## config.mk

```make
export PLATFORM = sky130hd
export DESIGN_NAME = integer_block_sorter
export DESIGN_NICKNAME = d
export VERILOG_FILES = /design/src/rtl/core/ibs_pkg.sv /design/src/rtl/core/integer_block_sorter.sv
export SDC_FILE = /design/constraint.sdc
export NUM_CORES = 2
export LEC_CHECK = 0
export ABC_AREA = 1
export BUFFER_PORTS_ARGS = -buffer_cell sky130_fd_sc_hd__buf_2
export CAP_MARGIN = 20
export CORE_ASPECT_RATIO = 1.5
export CORE_UTILIZATION = 34
export CTS_BUF_LIST = sky130_fd_sc_hd__clkbuf_8
export DETAILED_ROUTE_END_ITERATION = 8
export SLEW_MARGIN = 20
export SYNTH_ARGS = -nofsm -noshare
export SYNTH_HDL_FRONTEND = slang
export SYNTH_SLANG_ARGS = --single-unit
```

## constraint.sdc

```tcl
create_clock -name clock -period 4.35 [get_ports clock]
set_clock_uncertainty 0.2 [all_clocks]
set_input_delay 0.2175 -clock clock [delete_from_list [all_inputs] [get_ports clock]]
set_output_delay 0.2175 -clock clock [all_outputs]
set_load 0.01 [all_outputs]
```

## src/rtl/core/ibs_pkg.sv

```systemverilog
package ibs_pkg;

   localparam int DATA_W = 32;

   typedef logic signed [DATA_W-1:0] value_type;

   // signed ordering used by the partition step
   function automatic logic is_less(input value_type a, input value_type b);
      is_less = (a < b);
   endfunction

endpackage

```

## src/rtl/core/integer_block_sorter.sv

```systemverilog
// loading: a block of n items loads at one item per cycle while req_stall is low, then sorts and emits
// sort: each scanned element is read and compared, a swap writes the store twice, a pop reads the stack
// emission: each result is read, loaded into the output register and held until taken, then the next is read
// the element store serves one access at a time, either a read or a write
// throughput: one block at a time, req_stall stays high from the closing item to the last result
// reset: synchronous, active high; clears count, overflow flag, stack pointer, sequencer, rsp_valid
module integer_block_sorter
   import ibs_pkg::*;
#(
   parameter int SIZE = 32
) (
   input  logic             clock,
   input  logic             reset,
   input  logic             req_valid,
   output logic             req_stall,
   input  value_type        req_value,
   input  logic             req_last,
   output logic             rsp_valid,
   input  logic             rsp_stall,
   output value_type        rsp_sorted_value,
   output logic             rsp_last_out,
   output logic             rsp_overflow
);

   // index into the store, and a count wide enough to hold SIZE itself
   localparam int IW = $clog2(SIZE);
   localparam int CW = $clog2(SIZE + 1);
   localparam logic [CW-1:0] SIZE_C = CW'(SIZE);
   localparam logic [CW-1:0] ONE_C  = CW'(1);
   localparam logic [CW-1:0] TWO_C  = CW'(2);

   // sequencer states
   localparam logic [3:0] S_IDLE      = 4'd0;
   localparam logic [3:0] S_START     = 4'd1;
   localparam logic [3:0] S_POP       = 4'd2;
   localparam logic [3:0] S_POP_WAIT  = 4'd3;
   localparam logic [3:0] S_RANGE     = 4'd4;
   localparam logic [3:0] S_PIVOT     = 4'd5;
   localparam logic [3:0] S_SCAN      = 4'd6;
   localparam logic [3:0] S_CMP       = 4'd7;
   localparam logic [3:0] S_SWAP_A    = 4'd8;
   localparam logic [3:0] S_SWAP_B    = 4'd9;
   localparam logic [3:0] S_FIN_A     = 4'd10;
   localparam logic [3:0] S_FIN_B     = 4'd11;
   localparam logic [3:0] S_SPLIT     = 4'd12;
   localparam logic [3:0] S_EMIT_RD   = 4'd13;
   localparam logic [3:0] S_EMIT_LOAD = 4'd14;
   localparam logic [3:0] S_EMIT_WAIT = 4'd15;

   // element store and range stack, both single write / single read, registered read
   value_type          store_mem [SIZE];
   logic [2*IW-1:0]    stack_mem [SIZE];

   // control state
   logic [3:0]    state_ff, state_in;
   logic [CW-1:0] count_ff, count_in;
   logic          ovf_ff, ovf_in;
   logic [CW-1:0] sp_ff, sp_in;
   logic          rsp_valid_ff, rsp_valid_in;

   // working indices, all count-wide since p + 1 can reach SIZE
   logic [CW-1:0] lo_ff, lo_in;
   logic [CW-1:0] hi_ff, hi_in;
   logic [CW-1:0] i_ff, i_in;
   logic [CW-1:0] p_ff, p_in;
   logic [CW-1:0] k_ff, k_in;

   // datapath registers
   value_type     pivot_ff, pivot_in;
   value_type     a_ff, a_in;
   value_type     rdata_ff;
   logic [2*IW-1:0] stk_rdata_ff;
   value_type     rsp_value_ff, rsp_value_in;
   logic          rsp_last_ff, rsp_last_in;
   logic          rsp_ovf_ff, rsp_ovf_in;

   // store and stack port controls
   logic          mem_we;
   logic [IW-1:0] mem_waddr;
   value_type     mem_wdata;
   logic          mem_re;
   logic [IW-1:0] mem_raddr;
   logic          stk_we;
   logic [IW-1:0] stk_waddr;
   logic [2*IW-1:0] stk_wdata;
   logic          stk_re;
   logic [IW-1:0] stk_raddr;

   // partition split helpers
   logic [CW-1:0] left_len;
   logic [CW-1:0] right_len;
   logic [CW-1:0] p_plus1;
   logic [CW-1:0] p_minus1;
   logic [CW-1:0] cnt_last;
   logic          sp_room;

   assign left_len  = p_ff - lo_ff;
   assign right_len = hi_ff - p_ff;
   assign p_plus1   = p_ff + ONE_C;
   assign p_minus1  = p_ff - ONE_C;
   assign cnt_last  = count_ff - ONE_C;
   assign sp_room   = (sp_ff < SIZE_C);

   assign req_stall        = (state_ff != S_IDLE);
   assign rsp_valid        = rsp_valid_ff;
   assign rsp_sorted_value = rsp_value_ff;
   assign rsp_last_out     = rsp_last_ff;
   assign rsp_overflow     = rsp_ovf_ff;

   always_comb begin
      state_in     = state_ff;
      count_in     = count_ff;
      ovf_in       = ovf_ff;
      sp_in        = sp_ff;
      rsp_valid_in = rsp_valid_ff;
      lo_in        = lo_ff;
      hi_in        = hi_ff;
      i_in         = i_ff;
      p_in         = p_ff;
      k_in         = k_ff;
      pivot_in     = pivot_ff;
      a_in         = a_ff;
      rsp_value_in = rsp_value_ff;
      rsp_last_in  = rsp_last_ff;
      rsp_ovf_in   = rsp_ovf_ff;
      mem_we       = 1'b0;
      mem_waddr    = count_ff[IW-1:0];
      mem_wdata    = req_value;
      mem_re       = 1'b0;
      mem_raddr    = i_ff[IW-1:0];
      stk_we       = 1'b0;
      stk_waddr    = sp_ff[IW-1:0];
      stk_wdata    = {p_plus1[IW-1:0], hi_ff[IW-1:0]};
      stk_re       = 1'b0;
      stk_raddr    = sp_ff[IW-1:0] - IW'(1);

      case (state_ff)
         S_IDLE: begin
            // load phase: store while room is left, else drop and flag
            if (req_valid) begin
               if (count_ff < SIZE_C) begin
                  mem_we   = 1'b1;
                  count_in = count_ff + ONE_C;
               end else begin
                  ovf_in = 1'b1;
               end
               if (req_last) begin
                  state_in = S_START;
               end
            end
         end
         S_START: begin
            sp_in = '0;
            k_in  = '0;
            if (count_ff < TWO_C) begin
               state_in = S_EMIT_RD;
            end else begin
               // the whole block is the first range, taken without a push
               lo_in    = '0;
               hi_in    = cnt_last;
               state_in = S_RANGE;
            end
         end
         S_POP: begin
            if (sp_ff == '0) begin
               k_in     = '0;
               state_in = S_EMIT_RD;
            end else begin
               stk_re   = 1'b1;
               sp_in    = sp_ff - ONE_C;
               state_in = S_POP_WAIT;
            end
         end
         S_POP_WAIT: begin
            lo_in    = CW'(stk_rdata_ff[2*IW-1:IW]);
            hi_in    = CW'(stk_rdata_ff[IW-1:0]);
            state_in = S_RANGE;
         end
         S_RANGE: begin
            if (lo_ff < hi_ff) begin
               // fetch the pivot from the top of the range
               mem_re    = 1'b1;
               mem_raddr = hi_ff[IW-1:0];
               p_in      = lo_ff;
               i_in      = lo_ff;
               state_in  = S_PIVOT;
            end else begin
               state_in = S_POP;
            end
         end
         S_PIVOT: begin
            pivot_in = rdata_ff;
            state_in = S_SCAN;
         end
         S_SCAN: begin
            mem_re = 1'b1;
            if (i_ff < hi_ff) begin
               mem_raddr = i_ff[IW-1:0];
               state_in  = S_CMP;
            end else begin
               // scan done, fetch the boundary element for the pivot swap
               mem_raddr = p_ff[IW-1:0];
               state_in  = S_FIN_A;
            end
         end
         S_CMP: begin
            a_in = rdata_ff;
            if (is_less(rdata_ff, pivot_ff)) begin
               if (i_ff == p_ff) begin
                  p_in     = p_ff + ONE_C;
                  i_in     = i_ff + ONE_C;
                  state_in = S_SCAN;
               end else begin
                  mem_re    = 1'b1;
                  mem_raddr = p_ff[IW-1:0];
                  state_in  = S_SWAP_A;
               end
            end else begin
               i_in     = i_ff + ONE_C;
               state_in = S_SCAN;
            end
         end
         S_SWAP_A: begin
            mem_we    = 1'b1;
            mem_waddr = p_ff[IW-1:0];
            mem_wdata = a_ff;
            state_in  = S_SWAP_B;
         end
         S_SWAP_B: begin
            mem_we    = 1'b1;
            mem_waddr = i_ff[IW-1:0];
            mem_wdata = rdata_ff;
            p_in      = p_ff + ONE_C;
            i_in      = i_ff + ONE_C;
            state_in  = S_SCAN;
         end
         S_FIN_A: begin
            mem_we    = 1'b1;
            mem_waddr = hi_ff[IW-1:0];
            mem_wdata = rdata_ff;
            state_in  = S_FIN_B;
         end
         S_FIN_B: begin
            mem_we    = 1'b1;
            mem_waddr = p_ff[IW-1:0];
            mem_wdata = pivot_ff;
            state_in  = S_SPLIT;
         end
         S_SPLIT: begin
            // push the larger side if the stack has room, keep working on the smaller one
            if (left_len < right_len) begin
               if ((p_plus1 < hi_ff) && sp_room) begin
                  stk_we    = 1'b1;
                  stk_wdata = {p_plus1[IW-1:0], hi_ff[IW-1:0]};
                  sp_in     = sp_ff + ONE_C;
               end
               if (p_ff == lo_ff) begin
                  state_in = S_POP;
               end else begin
                  hi_in    = p_minus1;
                  state_in = S_RANGE;
               end
            end else begin
               if ((p_ff > (lo_ff + ONE_C)) && sp_room) begin
                  stk_we    = 1'b1;
                  stk_wdata = {lo_ff[IW-1:0], p_minus1[IW-1:0]};
                  sp_in     = sp_ff + ONE_C;
               end
               lo_in    = p_plus1;
               state_in = S_RANGE;
            end
         end
         S_EMIT_RD: begin
            mem_re    = 1'b1;
            mem_raddr = k_ff[IW-1:0];
            state_in  = S_EMIT_LOAD;
         end
         S_EMIT_LOAD: begin
            rsp_valid_in = 1'b1;
            rsp_value_in = rdata_ff;
            rsp_last_in  = (k_ff == cnt_last);
            rsp_ovf_in   = ovf_ff;
            state_in     = S_EMIT_WAIT;
         end
         S_EMIT_WAIT: begin
            if (!rsp_stall) begin
               rsp_valid_in = 1'b0;
               if (rsp_last_ff) begin
                  // block closed, ready for the next one
                  count_in = '0;
                  ovf_in   = 1'b0;
                  state_in = S_IDLE;
               end else begin
                  k_in     = k_ff + ONE_C;
                  state_in = S_EMIT_RD;
               end
            end
         end
         default: begin
            state_in = S_IDLE;
         end
      endcase
   end

   // control registers
   always_ff @(posedge clock) begin
      if (reset) begin
         state_ff     <= S_IDLE;
         count_ff     <= '0;
         ovf_ff       <= 1'b0;
         sp_ff        <= '0;
         rsp_valid_ff <= 1'b0;
      end else begin
         state_ff     <= state_in;
         count_ff     <= count_in;
         ovf_ff       <= ovf_in;
         sp_ff        <= sp_in;
         rsp_valid_ff <= rsp_valid_in;
      end
   end

   // working and payload registers, no reset needed
   always_ff @(posedge clock) begin
      lo_ff        <= lo_in;
      hi_ff        <= hi_in;
      i_ff         <= i_in;
      p_ff         <= p_in;
      k_ff         <= k_in;
      pivot_ff     <= pivot_in;
      a_ff         <= a_in;
      rsp_value_ff <= rsp_value_in;
      rsp_last_ff  <= rsp_last_in;
      rsp_ovf_ff   <= rsp_ovf_in;
   end

   // element store, read data held until the next read
   always_ff @(posedge clock) begin
      if (mem_we) begin
         store_mem[mem_waddr] <= mem_wdata;
      end
      if (mem_re) begin
         rdata_ff <= store_mem[mem_raddr];
      end
   end

   // range stack of pending (lo, hi) pairs
   always_ff @(posedge clock) begin
      if (stk_we) begin
         stack_mem[stk_waddr] <= stk_wdata;
      end
      if (stk_re) begin
         stk_rdata_ff <= stack_mem[stk_raddr];
      end
   end

   // the stored count never passes the store depth
   a_count_bound: assert property (@(posedge clock) disable iff (reset)
      count_ff <= SIZE_C)
      else $error("element count beyond store depth");

   // the stack pointer never passes the stack depth
   a_sp_bound: assert property (@(posedge clock) disable iff (reset)
      sp_ff <= SIZE_C)
      else $error("range stack overrun");

   // the boundary index never runs ahead of the scan index
   a_scan_order: assert property (@(posedge clock) disable iff (reset)
      (state_ff == S_SCAN) |-> (p_ff <= i_ff))
      else $error("partition boundary ahead of scan");

   // once the final result is taken, the block state is cleared and loading resumes
   a_block_close: assert property (@(posedge clock) disable iff (reset)
      (rsp_valid && !rsp_stall && rsp_last_out) |=>
         ((count_ff == '0) && !ovf_ff && (state_ff == S_IDLE)))
      else $error("block not cleared after final result");

endmodule
```

==> results.md <==
* Final setup margin at 153 ps
* Final setup vio count at 0
* Total wire length after detailed routing at 208 mm
* Flip-flop and latch count after synthesis at 1532
* Die boundary width at 365 microns
* Cell row count at 199
* Violations in the final reports: negative hold slack
* Detail Placement HPWL at 127 mm
* Tightest Hold Check Type: in -> reg
* Detailed Route Iter0 Violations at 4882
* Global-route wire length before repair at 304 mm
* Final Slew Violations at 0
* Worst slack on hold paths at -9.81 ps
* Clk_lat worst skew at 990 ps
* Io pins at 73
* Max Clock Freq at 0.238 GHz
* Pwr per Cell Area at 585 nW/um^2
* Total number of H-tree levels at 4
* Share of final-layout standard cells stronger than drive strength 1 at 13.4%
* Crit path arrival time at 4600 ps
* Dominant synthesized flop cell: edfxtp_1
* Cell area after placement at 73700 sq um
* Number of buffers added by the clock tree synthesis step at 231
* Hold violation count in the final report at 2
* Final total power at 0.0458 W
* Data required time at the worst endpoint at 4760 ps
* Cell variety after synth at 58
* Syn-to-layout area delta at 16.5%
* Number of buffers added on ports at 72
* DR DRC count at 0
* Largest net degree at the start of global routing at 165
* Number of flops mapped to enable cells by yosys at 1514
* Net total in the final layout at 6413
* Net count after synthesis at 6020
* Cell chosen for the clock root: clkbuf_8
* Multi-input logic area at 18100 sq um
* Max-cap violations at 0
* Clock-pin slew reported for the worst setup and hold paths after clock tree synthesis at 70 ps
* Worst-margin pin slew at 1090 ps
* Max-slew headroom at 26.8%
* RSZ-0062 raised after global routing: false
* FF/Latch Area at 45800 sq um
* Initial standard-cell utilization of the core at 34.3%
* Initial antenna violation count at 3
* Average detailed-routed wire length per instance at 22.9 microns
* Area of all placed cells without fillers at 78400 sq um
* Place WS at 24.4 ps
* Syn Inst Count at 5897
* Type of element launching the critical path: flip-flop
* Die Ht at 547 microns
* Global-route congestion overflow total at 0
* Overall Global Routing Usage at 20.5%
* Core outline area at 196000 sq um
* Maximum vdd drop at 0.315 mV
* Vias in the first global route at 46696
* Static power due to leakage at 29.6 nW
* Via count at 47545
* Maximum fanout along the worst path at 26
* Longest Clk Path Bufs at 4
* Detail Route Antenna Nets at 0
* Number of warnings issued by yosys at 0
* Share of the yosys chip area belonging to registers at 68.2%
* Min Clock Period, post-route at 4200 ps
* Cell area after synthesis at 67200 sq um
* Number of detailed-route iterations in the first pass at 6
* Start-to-end type of the worst setup path: reg -> reg
* CTS tree: yes
* Area of the die at 200000 sq um
* Total number of clock tree sinks at 1532
* Final TNS setup at 0 ps
* Filler Cell Count at 18708
* Portion of the clock cycle consumed by the worst path in the final layout at 96.5%
* Nature of the critical path endpoint: flip-flop
* Run status: finished with violations
* Async set or reset register ratio after synthesis at 0%
* DR vias/cell at 5.23
* Final estimated routing congestion in global placement at 0.884
* Average cell area after synthesis at 11.4 sq um
[cells in the mapped netlist (all sizes together), types with 3 or more instances]
cell / instances / share of area (%)
edfxtp: 1514 / 68
o22ai: 3 / 0.028
inv: 511 / 2.9
nand3b: 161 / 1.8
nor4: 3 / 0.037
a221oi: 4 / 0.052
nor2: 355 / 2.0
dfxtp: 18 / 0.54
o221ai: 32 / 0.42
nor3: 16 / 0.12
mux2i: 31 / 0.46
o21a: 10 / 0.11
a21oi: 52 / 0.39
nand3: 817 / 6.1
xor2: 26 / 0.34
clkbuf: 133 / 0.74
a31oi: 12 / 0.11
fa: 3 / 0.089
xnor2: 10 / 0.13
o211ai: 34 / 0.38
ha: 83 / 1.5
buf: 239 / 1.9
o21ai: 287 / 2.1
a22oi: 34 / 0.38
o32ai: 49 / 0.64
a211oi: 4 / 0.045
nand4: 201 / 1.9
nand2: 1236 / 6.9
[worst paths after layout]
| check | from | end | slack (ps) | cells after the start |
|---|---|---|---|---|
| max reg2reg | rdata_ff[28] | rdata_ff[6] | 150 | 21 |
| min reg2reg | ovf_ff | rsp_overflow | 240 | 0 |
| max | rdata_ff[28] | rdata_ff[6] | 150 | 21 |
| min | req_value[5] | store_mem[9][5] | -10 | 4 |
[power by group]
group          switching (W)  internal [W]
logic                 0.0111       0.00522
registers           0.000439        0.0183
clock network        0.00563       0.00519
[area by class of cell]
type | instances | share of cell area (%)
sequential | 1532 | 58.5
multi-input combinational | 3480 | 23.2
timing repair buffer | 532 | 6.50
tap | 2613 | 4.17
clock buffer | 231 | 4.06
inverter | 513 | 2.48
clock inverter | 180 | 1.13
antenna | 2 | 0.00639
[through the flow]
step | cells | hold WS, ps | utilization (%)
after CTS | 9063 | 6.07 | 39.8
after global routing | 9083 | 38.3 | 39.9
final | 9083 | -9.81 | 39.9
after detailed placement | 8613 | 220 | 37.5
after floorplan | 5897 | 86.6 | -
after global placement | 8612 | 220 | 37.5
[cells by family (layout without fill, tap and decap cells)]
family                   count (synthesis)  count (layout)  share of synthesized area, %
other                                    0               2                             0
buffers and inverters                  885            1456                          5.48
flip-flops                            1532            1532                          68.2
adder cells (fa/ha/maj)                 86              86                          1.63
AND/OR/NAND/NOR                       2793            2793                          18.9
XOR/XNOR                                36              36                         0.469
multiplexers                            31              31                         0.462
AO/OA/AOI/OAI                          534             534                          4.86
[state kept, by name, summed over array words and instances (netlist names), 4 cells and up]
name              cells
sp_ff                 6
rdata_ff             32
count_ff              6
p_ff                  6
i_ff                  6
rsp_sorted_value     32
pivot_ff             32
k_ff                  6
stk_rdata_ff         10
a_ff                 32
store_mem          1024
state_ff              4
hi_ff                 6
stack_mem           320
lo_ff                 6
[routing by layer]
metal / vias to the layer above / GRT usage [%] / share of wire [%]
met5: - / 0 / 0
met1: 23330 / 22.8 / 36
met4: 0 / 13.1 / 6.7
met2: 1909 / 36.6 / 52
li1: 21716 / - / -
met3: 590 / 2.59 / 5.9
[cell usage in the layout (no fill, tap or decap), types with 11 or more instances in the layout]
cell / synthesis / layout
clkinv_2: 0 / 35
clkbuf_8: 0 / 231
edfxtp_1: 1514 / 1514
a21oi_1: 51 / 50
dfxtp_1: 18 / 17
o221ai_1: 32 / 32
nor2_1: 348 / 310
o21ai_1: 131 / 131
inv_2: 13 / 14
nand4_1: 200 / 200
mux2i_1: 31 / 31
o32ai_1: 49 / 49
o21ai_2: 1 / 11
o21ai_0: 155 / 145
xor2_1: 26 / 26
clkinv_1: 2 / 58
nor3_1: 16 / 16
buf_2: 197 / 72
buf_12: 0 / 93
buf_4: 23 / 327
nand3_1: 816 / 816
ha_1: 83 / 81
o211ai_1: 34 / 34
a22oi_1: 34 / 34
a31oi_1: 12 / 12
nor2_4: 4 / 41
nand2_1: 1233 / 1226
nand3b_1: 161 / 161
dlygate4sd3_1: 0 / 39
inv_1: 497 / 568
[timing repair]
item	CTS	global route
hold buffers	39	0
gates resized for setup	0	6
endpoints found under the hold margin	938	0
buffers inserted	0	18
setup endpoints to repair	0	336
[worst max-delay path, cell delays in order, from the launching register on]
cell,delay (ps)
edfxtp_1,720
ha_1,430
nand2_1,60
nor2_2,130
nand2_1,110
a21oi_1,250
nor2_1,140
nand2_1,110
nand2_1,90
nand3_1,130
nand2_2,110
nand2_8,100
buf_12,160
buf_12,190
buf_4,200
nand3b_1,80
nand2_1,80
nand3_1,60
nand3_1,120
nand3_1,80
nand3_1,130
nand2_1,160
No activity file was read; power rests on OpenSTA's default activity.
